File: src/sv/mlfs_pkg.sv
// ----------------------------------------------------------------------------
// mlfs_pkg
// Shared types and constants for the multilevel feedback scheduler.
// ----------------------------------------------------------------------------
package mlfs_pkg;

  localparam int LEVELS_DEF      = 3;
  localparam int QUEUE_DEPTH_DEF = 16;
  localparam int PID_BITS_DEF    = 16;
  localparam int TIME_BITS_DEF   = 16;

  // event codes
  localparam logic [1:0] OP_TICK  = 2'd0;
  localparam logic [1:0] OP_ARRIV = 2'd1;
  localparam logic [1:0] OP_IO    = 2'd2;
  localparam logic [1:0] OP_TERM  = 2'd3;

  // status codes
  localparam logic [1:0] ST_OK     = 2'd0;
  localparam logic [1:0] ST_FULL   = 2'd1;
  localparam logic [1:0] ST_NO_RUN = 2'd2;

  localparam logic [7:0] IO_WAIT_RESET = 8'd2;

  // commands from controller to datapath
  typedef struct packed {
    logic latch;      // capture event word and snapshot previous run state
    logic tick;       // advance time
    logic io_read;    // fetch io head entry (registered read)
    logic io_pop;     // release io head to ready
    logic quantum;    // tick quantum handling
    logic arrive;     // push arrival
    logic io_req;     // move running to io queue
    logic term;       // drop running
    logic dispatch;   // pick lowest-numbered (highest-priority) nonempty level
    logic rd_front;   // read front of current level
    logic finish;     // load output register
    logic no_run;     // mark no-running status
  } mlfs_cmd_t;

  // status from datapath to controller
  typedef struct packed {
    logic [1:0] op;
    logic       running;
    logic       io_left;  // entries of this drain still to check
    logic       io_due;   // fetched head entry is due
    logic       q_done;   // quantum has run out
  } mlfs_stat_t;

endpackage

File: src/sv/mlfs_dpath.sv
// ----------------------------------------------------------------------------
// mlfs_dpath
// Queues, timers and result register of the scheduler.
// ----------------------------------------------------------------------------
module mlfs_dpath import mlfs_pkg::*; #(
  parameter int LEVELS      = LEVELS_DEF,
  parameter int QUEUE_DEPTH = QUEUE_DEPTH_DEF,
  parameter int PID_BITS    = PID_BITS_DEF,
  parameter int TIME_BITS   = TIME_BITS_DEF
) (
  input  logic                clk,
  input  logic                rst_n,
  input  logic                cfg_we,
  input  logic [7:0]          cfg_wdata,
  input  logic [1:0]          ev_op,
  input  logic [PID_BITS-1:0] ev_pid,
  input  mlfs_cmd_t           cmd,
  output mlfs_stat_t          stat,
  output logic                res_run_valid,
  output logic [PID_BITS-1:0] res_run_pid,
  output logic [1:0]          res_run_level,
  output logic                res_switched,
  output logic                res_all_idle,
  output logic [1:0]          res_status
);

  localparam int LW = (LEVELS > 1) ? $clog2(LEVELS) : 1;
  localparam int QW = (QUEUE_DEPTH > 1) ? $clog2(QUEUE_DEPTH) : 1;
  localparam int CW = $clog2(QUEUE_DEPTH + 1);
  localparam int AW = $clog2(LEVELS * QUEUE_DEPTH);
  localparam int QTW = LEVELS;  // quantum up to 2^(LEVELS-1)
  localparam int IOW = PID_BITS + LW + TIME_BITS;

  logic [7:0] wait_r;
  logic [1:0] op_r;
  logic [PID_BITS-1:0] pid_r;
  logic [QW-1:0] rhead_r [LEVELS];
  logic [QW-1:0] rtail_r [LEVELS];
  logic [CW-1:0] rcnt_r  [LEVELS];
  logic [QW-1:0] iohead_r, iotail_r;
  logic [CW-1:0] iocnt_r, drain_r;
  logic [TIME_BITS-1:0] now_r;
  logic [LW-1:0] cur_r;
  logic running_r;
  logic [QTW-1:0] qleft_r;
  logic [1:0] status_r;
  logic prev_valid_r;
  logic [PID_BITS-1:0] prev_pid_r, front_r;
  logic [LW-1:0] prev_lvl_r;

  // memories
  logic [PID_BITS-1:0] rmem [LEVELS*QUEUE_DEPTH];
  logic [IOW-1:0] iomem [QUEUE_DEPTH];
  logic [IOW-1:0] iord_r;

  function automatic logic [AW-1:0] addr(input logic [LW-1:0] lv, input logic [QW-1:0] sl);
    addr = AW'(lv) * AW'(QUEUE_DEPTH) + AW'(sl);
  endfunction

  function automatic logic [QW-1:0] nxt(input logic [QW-1:0] i);
    nxt = (32'(i) + 1 >= QUEUE_DEPTH) ? '0 : QW'(32'(i) + 1);
  endfunction

  // io head decode
  logic [PID_BITS-1:0] io_pid;
  logic [LW-1:0] io_lvl, io_up;
  logic [TIME_BITS-1:0] io_start, age;
  assign {io_pid, io_lvl, io_start} = iord_r;
  assign age = now_r - io_start;
  assign io_up = (io_lvl != '0) ? io_lvl - LW'(1) : '0;

  // dispatch search over levels
  logic any_rdy;
  logic [LW-1:0] pick;
  always_comb begin
    any_rdy = 1'b0;
    pick = '0;
    for (int i = LEVELS - 1; i >= 0; i--) begin
      if (rcnt_r[i] != '0) begin
        any_rdy = 1'b1;
        pick = LW'(i);
      end
    end
  end

  logic io_idle;
  always_comb begin
    io_idle = (iocnt_r == '0);
    for (int i = 0; i < LEVELS; i++)
      if (rcnt_r[i] != '0) io_idle = 1'b0;
  end

  logic [LW-1:0] dem;
  assign dem = (32'(cur_r) + 1 < LEVELS) ? cur_r + LW'(1) : cur_r;

  assign stat.op = op_r;
  assign stat.running = running_r;
  assign stat.io_left = (drain_r != '0);
  assign stat.io_due = ({{(32-TIME_BITS){1'b0}}, age} >= 32'(wait_r));
  assign stat.q_done = (qleft_r == '0);

  // memory write/read
  logic rwe;
  logic [AW-1:0] rwa;
  logic [PID_BITS-1:0] rwd;
  always_comb begin
    rwe = 1'b0;
    rwa = addr(cur_r, rtail_r[cur_r]);
    rwd = pid_r;
    if (cmd.arrive && rcnt_r[0] != CW'(QUEUE_DEPTH)) begin
      rwe = 1'b1;
      rwa = addr('0, rtail_r[0]);
    end else if (cmd.io_pop && rcnt_r[io_up] != CW'(QUEUE_DEPTH)) begin
      rwe = 1'b1;
      rwa = addr(io_up, rtail_r[io_up]);
      rwd = io_pid;
    end else if (cmd.quantum && qleft_r <= QTW'(1) && rcnt_r[dem] != CW'(QUEUE_DEPTH)) begin
      rwe = 1'b1;
      rwa = addr(dem, rtail_r[dem]);
      rwd = front_r;
    end
  end

  always_ff @(posedge clk) begin
    if (rwe) rmem[rwa] <= rwd;
    if (cmd.rd_front) front_r <= rmem[addr(cur_r, rhead_r[cur_r])];
    if (cmd.io_req && iocnt_r != CW'(QUEUE_DEPTH))
      iomem[iotail_r] <= {front_r, cur_r, now_r};
    if (cmd.io_read) iord_r <= iomem[iohead_r];
    if (cmd.latch) begin
      op_r <= ev_op;
      pid_r <= ev_pid;
      prev_valid_r <= running_r;
      prev_pid_r <= running_r ? front_r : '0;
      prev_lvl_r <= running_r ? cur_r : '0;
    end
  end

  // control state of the queues
  always_ff @(posedge clk) begin
    if (!rst_n) begin
      wait_r <= IO_WAIT_RESET;
      for (int i = 0; i < LEVELS; i++) begin
        rhead_r[i] <= '0;
        rtail_r[i] <= '0;
        rcnt_r[i] <= '0;
      end
      iohead_r <= '0;
      iotail_r <= '0;
      iocnt_r <= '0;
      drain_r <= '0;
      now_r <= '0;
      cur_r <= '0;
      running_r <= 1'b0;
      qleft_r <= '0;
      status_r <= ST_OK;
      res_run_valid <= 1'b0;
      res_run_pid <= '0;
      res_run_level <= '0;
      res_switched <= 1'b0;
      res_all_idle <= 1'b1;
      res_status <= ST_OK;
    end else begin
      if (cfg_we) wait_r <= cfg_wdata;
      if (cmd.latch) status_r <= ST_OK;
      if (cmd.tick) begin
        now_r <= now_r + TIME_BITS'(1);
        drain_r <= iocnt_r;
      end
      if (cmd.io_pop) begin
        iohead_r <= nxt(iohead_r);
        iocnt_r <= iocnt_r - CW'(1);
        drain_r <= drain_r - CW'(1);
        if (rcnt_r[io_up] != CW'(QUEUE_DEPTH)) begin
          rtail_r[io_up] <= nxt(rtail_r[io_up]);
          rcnt_r[io_up] <= rcnt_r[io_up] + CW'(1);
        end else status_r <= ST_FULL;
      end
      if (cmd.arrive) begin
        if (rcnt_r[0] != CW'(QUEUE_DEPTH)) begin
          rtail_r[0] <= nxt(rtail_r[0]);
          rcnt_r[0] <= rcnt_r[0] + CW'(1);
        end else status_r <= ST_FULL;
      end
      if (cmd.quantum) begin
        if (qleft_r > QTW'(1)) qleft_r <= qleft_r - QTW'(1);
        else begin
          qleft_r <= '0;
          // pop from current, push to demoted (same level: count unchanged)
          rhead_r[cur_r] <= nxt(rhead_r[cur_r]);
          if (rcnt_r[dem] != CW'(QUEUE_DEPTH) || dem == cur_r) begin
            rtail_r[dem] <= nxt(rtail_r[dem]);
            if (dem != cur_r) begin
              rcnt_r[cur_r] <= rcnt_r[cur_r] - CW'(1);
              rcnt_r[dem] <= rcnt_r[dem] + CW'(1);
            end
          end else begin
            rcnt_r[cur_r] <= rcnt_r[cur_r] - CW'(1);
            status_r <= ST_FULL;
          end
        end
      end
      if (cmd.io_req || cmd.term) begin
        rhead_r[cur_r] <= nxt(rhead_r[cur_r]);
        rcnt_r[cur_r] <= rcnt_r[cur_r] - CW'(1);
        if (cmd.io_req) begin
          if (iocnt_r != CW'(QUEUE_DEPTH)) begin
            iotail_r <= nxt(iotail_r);
            iocnt_r <= iocnt_r + CW'(1);
          end else status_r <= ST_FULL;
        end
      end
      if (cmd.no_run) status_r <= ST_NO_RUN;
      if (cmd.dispatch) begin
        running_r <= any_rdy;
        if (any_rdy) begin
          cur_r <= pick;
          qleft_r <= QTW'(1) << pick;
        end
      end
      if (cmd.finish) begin
        res_run_valid <= running_r;
        res_run_pid <= running_r ? front_r : '0;
        res_run_level <= running_r ? 2'(cur_r) : 2'd0;
        res_switched <= (running_r != prev_valid_r)
                     || ((running_r ? front_r : '0) != prev_pid_r)
                     || ((running_r ? cur_r : '0) != prev_lvl_r);
        res_all_idle <= io_idle;
        res_status <= status_r;
      end
    end
  end

  // quantum never exceeds the top dispatch value
  a_qleft: assert property (@(posedge clk) disable iff (!rst_n)
    qleft_r <= (QTW'(1) << (LEVELS - 1)))
    else $error("quantum out of range");
  // io count bounded
  a_iocnt: assert property (@(posedge clk) disable iff (!rst_n)
    iocnt_r <= CW'(QUEUE_DEPTH))
    else $error("io count overflow");
  // a dispatch runs only when something is ready
  a_disp: assert property (@(posedge clk) disable iff (!rst_n)
    cmd.dispatch && !any_rdy |=> !running_r)
    else $error("running with empty queues");

endmodule

File: src/sv/mlfs_ctrl.sv
// ----------------------------------------------------------------------------
// mlfs_ctrl
// Sequencer: one event word at a time through drain, update, dispatch.
// ----------------------------------------------------------------------------
module mlfs_ctrl import mlfs_pkg::*; (
  input  logic       clk,
  input  logic       rst_n,
  input  logic       in_fire,
  input  logic       out_busy,
  input  logic       out_fire,
  input  mlfs_stat_t stat,
  output logic       in_ready,
  output logic       out_valid,
  output mlfs_cmd_t  cmd
);

  typedef enum logic [9:0] {
    S_IDLE  = 10'b0000000001,
    S_RDF0  = 10'b0000000010,
    S_EXEC  = 10'b0000000100,
    S_IORD  = 10'b0000001000,
    S_IOCHK = 10'b0000010000,
    S_QUANT = 10'b0000100000,
    S_DISP  = 10'b0001000000,
    S_RDF1  = 10'b0010000000,
    S_DONE  = 10'b0100000000,
    S_OUT   = 10'b1000000000
  } state_t;

  state_t state_r, state_nxt;
  logic ov_r, ov_nxt;

  assign in_ready = (state_r == S_IDLE) && !ov_r;
  assign out_valid = ov_r;

  always_comb begin
    state_nxt = state_r;
    ov_nxt = ov_r;
    cmd = '0;
    if (out_fire) ov_nxt = 1'b0;
    case (state_r)
      S_IDLE: if (in_fire) begin
        cmd.latch = 1'b1;
        state_nxt = S_RDF0;
      end
      S_RDF0: begin
        cmd.rd_front = 1'b1;
        state_nxt = S_EXEC;
      end
      S_EXEC: begin
        state_nxt = S_RDF1;
        case (stat.op)
          OP_TICK: begin
            cmd.tick = 1'b1;
            state_nxt = S_IORD;
          end
          OP_ARRIV: begin
            cmd.arrive = 1'b1;
            if (!stat.running) state_nxt = S_DISP;
          end
          default: begin
            if (!stat.running) cmd.no_run = 1'b1;
            else begin
              cmd.io_req = (stat.op == OP_IO);
              cmd.term = (stat.op == OP_TERM);
              state_nxt = S_DISP;
            end
          end
        endcase
      end
      S_IORD: begin
        if (stat.io_left) begin
          cmd.io_read = 1'b1;
          state_nxt = S_IOCHK;
        end else state_nxt = stat.running ? S_QUANT : S_DISP;
      end
      S_IOCHK: begin
        if (stat.io_due) begin
          cmd.io_pop = 1'b1;
          state_nxt = S_IORD;
        end else state_nxt = stat.running ? S_QUANT : S_DISP;
      end
      S_QUANT: begin
        cmd.quantum = 1'b1;
        state_nxt = S_OUT;
      end
      S_OUT: begin
        // quantum expiry needs a dispatch; otherwise refresh front
        state_nxt = stat.q_done ? S_DISP : S_RDF1;
      end
      S_DISP: begin
        cmd.dispatch = 1'b1;
        state_nxt = S_RDF1;
      end
      S_RDF1: begin
        cmd.rd_front = 1'b1;
        state_nxt = S_DONE;
      end
      S_DONE: if (!out_busy || out_fire) begin
        cmd.finish = 1'b1;
        ov_nxt = 1'b1;
        state_nxt = S_IDLE;
      end
      default: state_nxt = S_IDLE;
    endcase
  end

  always_ff @(posedge clk) begin
    if (!rst_n) begin
      state_r <= S_IDLE;
      ov_r <= 1'b0;
    end else begin
      state_r <= state_nxt;
      ov_r <= ov_nxt;
    end
  end

  a_acc: assert property (@(posedge clk) disable iff (!rst_n)
    in_fire |=> state_r == S_RDF0)
    else $error("accept without start");
  a_fin: assert property (@(posedge clk) disable iff (!rst_n)
    cmd.finish |=> out_valid)
    else $error("result lost");
  a_one: assert property (@(posedge clk) disable iff (!rst_n)
    $onehot(state_r))
    else $error("state not one-hot");

endmodule

File: src/sv/multilevel_feedback_scheduler_core.sv
// ----------------------------------------------------------------------------
// multilevel_feedback_scheduler_core
// Three-level feedback scheduler: arrivals, ticks, io requests, exits.
//
// channel | dir | payload
// in_     | in  | tdata {pid, op}
// out_    | out | tdata {status, all_idle, switched, run_level, run_pid, run_valid}
// cfg_    | in  | io wait ticks, 8 bits
//
// an event word passes from accept to result word through the sequencer
// states; on a tick the sequencer steps the io queue memory one entry at
// a time, releasing each due entry.
// sync active-low reset; no clearing pass, stores are read only once written.
// a waiting result stalls the next accept until taken.
// ----------------------------------------------------------------------------
module multilevel_feedback_scheduler_core import mlfs_pkg::*; #(
  parameter int LEVELS      = LEVELS_DEF,
  parameter int QUEUE_DEPTH = QUEUE_DEPTH_DEF,
  parameter int PID_BITS    = PID_BITS_DEF,
  parameter int TIME_BITS   = TIME_BITS_DEF
) (
  input  logic       clk,
  input  logic       rst_n,
  input  logic       cfg_we,
  input  logic [7:0] cfg_wdata,
  input  logic       in_tvalid,
  output logic       in_tready,
  input  logic [((PID_BITS+9)/8)*8-1:0]  in_tdata,   // op[1:0], pid
  output logic       out_tvalid,
  input  logic       out_tready,
  output logic [((PID_BITS+14)/8)*8-1:0] out_tdata   // run_valid, run_pid,
                                                     // run_level, switched,
                                                     // all_idle, status
);

  localparam int OUT_W = ((PID_BITS + 14) / 8) * 8;

  mlfs_cmd_t cmd;
  mlfs_stat_t stat;
  logic rv, sw, ai;
  logic [PID_BITS-1:0] rp;
  logic [1:0] rl, st;

  mlfs_ctrl u_ctrl (
    .clk(clk), .rst_n(rst_n),
    .in_fire(in_tvalid && in_tready),
    .out_busy(out_tvalid), .out_fire(out_tvalid && out_tready),
    .stat(stat), .in_ready(in_tready), .out_valid(out_tvalid), .cmd(cmd)
  );

  mlfs_dpath #(.LEVELS(LEVELS), .QUEUE_DEPTH(QUEUE_DEPTH),
               .PID_BITS(PID_BITS), .TIME_BITS(TIME_BITS)) u_dpath (
    .clk(clk), .rst_n(rst_n), .cfg_we(cfg_we), .cfg_wdata(cfg_wdata),
    .ev_op(in_tdata[1:0]), .ev_pid(in_tdata[PID_BITS+1:2]),
    .cmd(cmd), .stat(stat),
    .res_run_valid(rv), .res_run_pid(rp), .res_run_level(rl),
    .res_switched(sw), .res_all_idle(ai), .res_status(st)
  );

  // result fields, zero padded to whole bytes
  assign out_tdata = OUT_W'({st, ai, sw, rl, rp, rv});

endmodule
File: config.mk
export PLATFORM = sky130hd
export DESIGN_NAME = multilevel_feedback_scheduler_core
export DESIGN_NICKNAME = d
export VERILOG_FILES = /design/src/sv/mlfs_pkg.sv /design/src/sv/mlfs_dpath.sv /design/src/sv/mlfs_ctrl.sv /design/src/sv/multilevel_feedback_scheduler_core.sv
export SDC_FILE = /design/constraint.sdc
export NUM_CORES = 2
export LEC_CHECK = 0
export ABC_CLOCK_PERIOD_IN_PS = 5800
export BUFFER_PORTS_ARGS = -buffer_cell sky130_fd_sc_hd__buf_2
export CAP_MARGIN = 20
export CELL_PAD_IN_SITES_DETAIL_PLACEMENT = 0
export CELL_PAD_IN_SITES_GLOBAL_PLACEMENT = 1
export CORE_UTILIZATION = 50
export CTS_CLUSTER_SIZE = 10
export DETAILED_ROUTE_END_ITERATION = 16
export PLACE_DENSITY_LB_ADDON = 0.1
export RECOVER_POWER = 100
export SLEW_MARGIN = 20
export SYNTH_ARGS = -nofsm -noshare
export SYNTH_HDL_FRONTEND = slang
export SYNTH_HIERARCHICAL = 1
export SYNTH_SLANG_ARGS = --single-unit
File: constraint.sdc
create_clock -name clk -period 5.8 [get_ports clk]
set_input_delay 0.29 -clock clk [delete_from_list [all_inputs] [get_ports clk]]
set_output_delay 0.29 -clock clk [all_outputs]
set_load 0.1 [all_outputs]
==> metrics <==
root buf cell=clkbuf_16; GP Congestion=0.8255; Synth Warn #=6; Slew headroom=-111.8%; Die X=353.9 um; failing checks=max-capacitance violations, max-slew violations; Setup crit end kind=flop; Die H=353.9 um; largest net degree at the start of global routing=89; number of enable flip-flop cells after synthesis=approximately 1,500; fmax=around 0.18 GHz; synthesized area per cell=approximately 19 um2; GR peak layer=met2; via count=32,490; status=finished with violations; initial DRC count=3,326; Slew Viols, Final=approximately 290; min setup slack post-route=around 0.24 ns; Synth Register Bits=~1,500; pre-CTS setup slack=approximately 0.5 ns; CTS Buf Count=176; Routed WL per cell=between 20 and 30 um; MaxCap Viol Count=8; Final Hold Viols=0; dpl hpwl=around 96 mm; Final period util=95.93%; Net Count, Synth=about 3,400; H-tree depth=4; GR Overflow Total=0; initial core utilization=about 51%; Bufs on Longest Clock Path=3; final design utilization=around three fifths; IO buf count=55; vias in the first global route=33,090; P_leak=22.72 nW; initial antenna violation count=0; Worst-Skew Late Latency=approximately 0.8 ns; Clock Skews=about 0.034 ns; total track usage=between 20% and 30%; Async S/R FF share, synth=0%; Clk pin slew, worst setup/hold paths=about 0.05 ns; Worst Path Arrival=approximately 6 ns; M3 GR Usage=under 10%; post-synth top area cell=edfxtp_1; area grow syn2layout=14.68%; antenna-violating nets left=0; PD cells=325.7 nW/um2; n_diodes=0; DR pass1 iterations=6; CTS tree=done; Distinct cells, synth=just under 90; post-synthesis sequential area ratio=around three quarters; synthesized cell area=~62,000 um2; drc violations=0; Final setup viols=0; HP Class=in2reg; Die Area=~130,000 um2; largest cells by area after synthesis=edfxtp_1 (70%), mux4_2 (13%), dfxtp_1 (2.8%), mux2i_1 (2.1%), nor2_1 (1.2%); first-pass GRT wire length=224.0 mm; layout cells sized above 1=roughly 22%; Final #Nets=roughly 3,700; number of top-level pins=63; row cnt=~130; Required @ worst endpoint=6.21 ns; Syn Inst Count=about 3,300; clock period minus worst slack=~5.6 ns; met1 usage=approximately a third; top cell type's share of synthesized area=70.36%; Vias/cell=just over 6; type of origin of the critical path=flop; met2 Track Usage GR=41.04%; CTS Sinks=around 1,500; CORE AREA=between 100,000 and 150,000 um2; Top FF cell, synth=edfxtp_1; crit path max fanout=24; Worst Tran Pin Value=roughly 3.2 ns; total wire length=153.0 mm; crit path kind=reg2reg; unrepaired setup endpoints after global routing=no; peak supply drop=0.0003106 V
## power by group
group | internal, mW | switching, mW
logic | 0.304 | 0.631
registers | 12.3 | 0.0645
clock network | 5.68 | 4.10
total | 18.3 | 4.80
## cell families after synthesis
| family | count (synthesis) | share of synthesized area, % |
|---|---|---|
| buffers and inverters | 244 | 1.744 |
| multiplexers | 487 | 14.97 |
| adder cells (fa/ha/maj) | 52 | 1.063 |
| other | 1 | 0.006056 |
| AO/OA/AOI/OAI | 379 | 4.292 |
| flip-flops | 1537 | 73.14 |
| AND/OR/NAND/NOR | 500 | 3.837 |
| XOR/XNOR | 67 | 0.9476 |
## cell type report
class / count / area [um2]
clock buffers: 224 / 4648
repair buffers: 322 / 2731
flip-flops and latches: 1537 / 45300
clock inverters: 23 / 281.5
fillers: 9232 / 51340
well taps: 1625 / 2033
inverters: 73 / 274.0
multi-input cells: 1486 / 15740
## cell usage after synthesis, types with 23 or more instances
| master | count |
|---|---|
| xor2_1 | 27 |
| a221oi_1 | 26 |
| inv_1 | 73 |
| dfxtp_1 | 86 |
| nand3_1 | 46 |
| mux4_2 | 351 |
| a21oi_1 | 61 |
| buf_2 | 31 |
| nor2_1 | 196 |
| and2_1 | 30 |
| mux2i_1 | 133 |
| a22oi_1 | 33 |
| clkbuf_1 | 95 |
| xnor2_1 | 40 |
| nor3_1 | 23 |
| nand2_1 | 105 |
| ha_1 | 51 |
| o22ai_1 | 33 |
| o21ai_0 | 57 |
| edfxtp_1 | 1451 |
## state kept, by name, indices dropped and copies added (netlist names), 3 cells and up, named ones only
name and count:
u_dpath/rmem 768, u_dpath/iomem 544, u_dpath/iord_r 34, u_dpath/rcnt_r 20
u_dpath/front_r 16, u_dpath/now_r 16, u_dpath/pid_r 16, u_dpath/prev_pid_r 16
u_dpath/res_run_pid 16, u_dpath/rhead_r 16, u_dpath/rtail_r 16, u_ctrl/state_r 10
u_dpath/wait_r 8, u_dpath/drain_r 5, u_dpath/iocnt_r 5, u_dpath/iohead_r 4
u_dpath/iotail_r 4, u_dpath/qleft_r 3
## placed cells by master, fill, tap and decap left out, types with 11 or more instances in the layout
cell type      netlist  layout
nor2_1             196     182
o21ai_2              0      11
and2_0               0      21
nand4_1             12      12
mux4_2             351     350
clkbuf_2             1      20
a31oi_1             13      13
nor3_1              23      20
dfxtp_1             86      83
a2111oi_0           17      14
a22oi_1             33      33
nor2b_1             14      13
buf_4               15      70
clkbuf_1            95     121
mux2i_1            133     133
a311oi_1            19      19
edfxtp_1          1451    1451
clkbuf_16            0     179
nor2_4               0      11
clkbuf_4             0      42
buf_2               31      23
a221oi_1            26      26
inv_1               73      73
xor2_1              27      27
xnor2_1             40      40
o21ai_0             57      55
dlygate4sd3_1        0      37
a22o_1              19      19
a211o_1             16      16
a21oi_1             61      61
o22ai_1             33      33
nand2_1            105     105
and3_1              15      15
nand3_1             46      46
buf_12               0      47
ha_1                51      51
## worst max-delay path, cell delays in order, from the launching register on
cell      delay (ns)
dfxtp_1         0.33
nor4_1          0.81
nand4_1         0.48
nor3_1          0.75
clkbuf_1        0.33
inv_1           0.10
a21oi_1         0.13
clkbuf_1        0.47
nand2_1         0.35
nor2_4          0.89
clkbuf_2        0.54
## per-layer routing
layer  routed length, um  vias to the layer above
li1                    -                    13960
met4                2675                        0
met5                   0                        -
met3                9162                      188
met2               76890                     1100
met1               64250                    17240
## stage by stage
stage / instance area, um2 / setup TNS, ns / hold slack (ns) / cells / power [mW]
floorplan: 61960 / -9.612 / 0.3889 / 3267 / 13.07
global placement: 66680 / 0 / 0.4667 / 5006 / 13.57
detailed placement: 66680 / 0 / 0.4701 / 5006 / 13.61
CTS: 71980 / 0 / 0.03296 / 5290 / 23.40
global route: 71010 / 0 / 0.1392 / 5290 / 23.80
finish: 71010 / 0 / 0.1183 / 5290 / 23.13
## worst paths after layout
| path | startpoint | endpoint | slack, ns | depth (start not counted) |
|---|---|---|---|---|
| min reg2reg | u_dpath/res_run_pid[15] | u_dpath/res_run_pid[15] | 0.50 | 2 |
| max reg2reg | u_ctrl/state_r[8] | u_dpath/iomem[6][19] | 0.24 | 10 |
| max | u_ctrl/state_r[8] | u_dpath/iomem[6][19] | 0.24 | 10 |
| min | in_tvalid | u_ctrl/state_r[0] | 0.12 | 4 |
## what timing repair did
action / in CTS / in global routing
hold buffers: 37 / 0
gates resized for setup: 0 / 0
setup buffers: 0 / 0
endpoints found under the hold margin: 34 / 0
(Power assumes the default switching activity.)
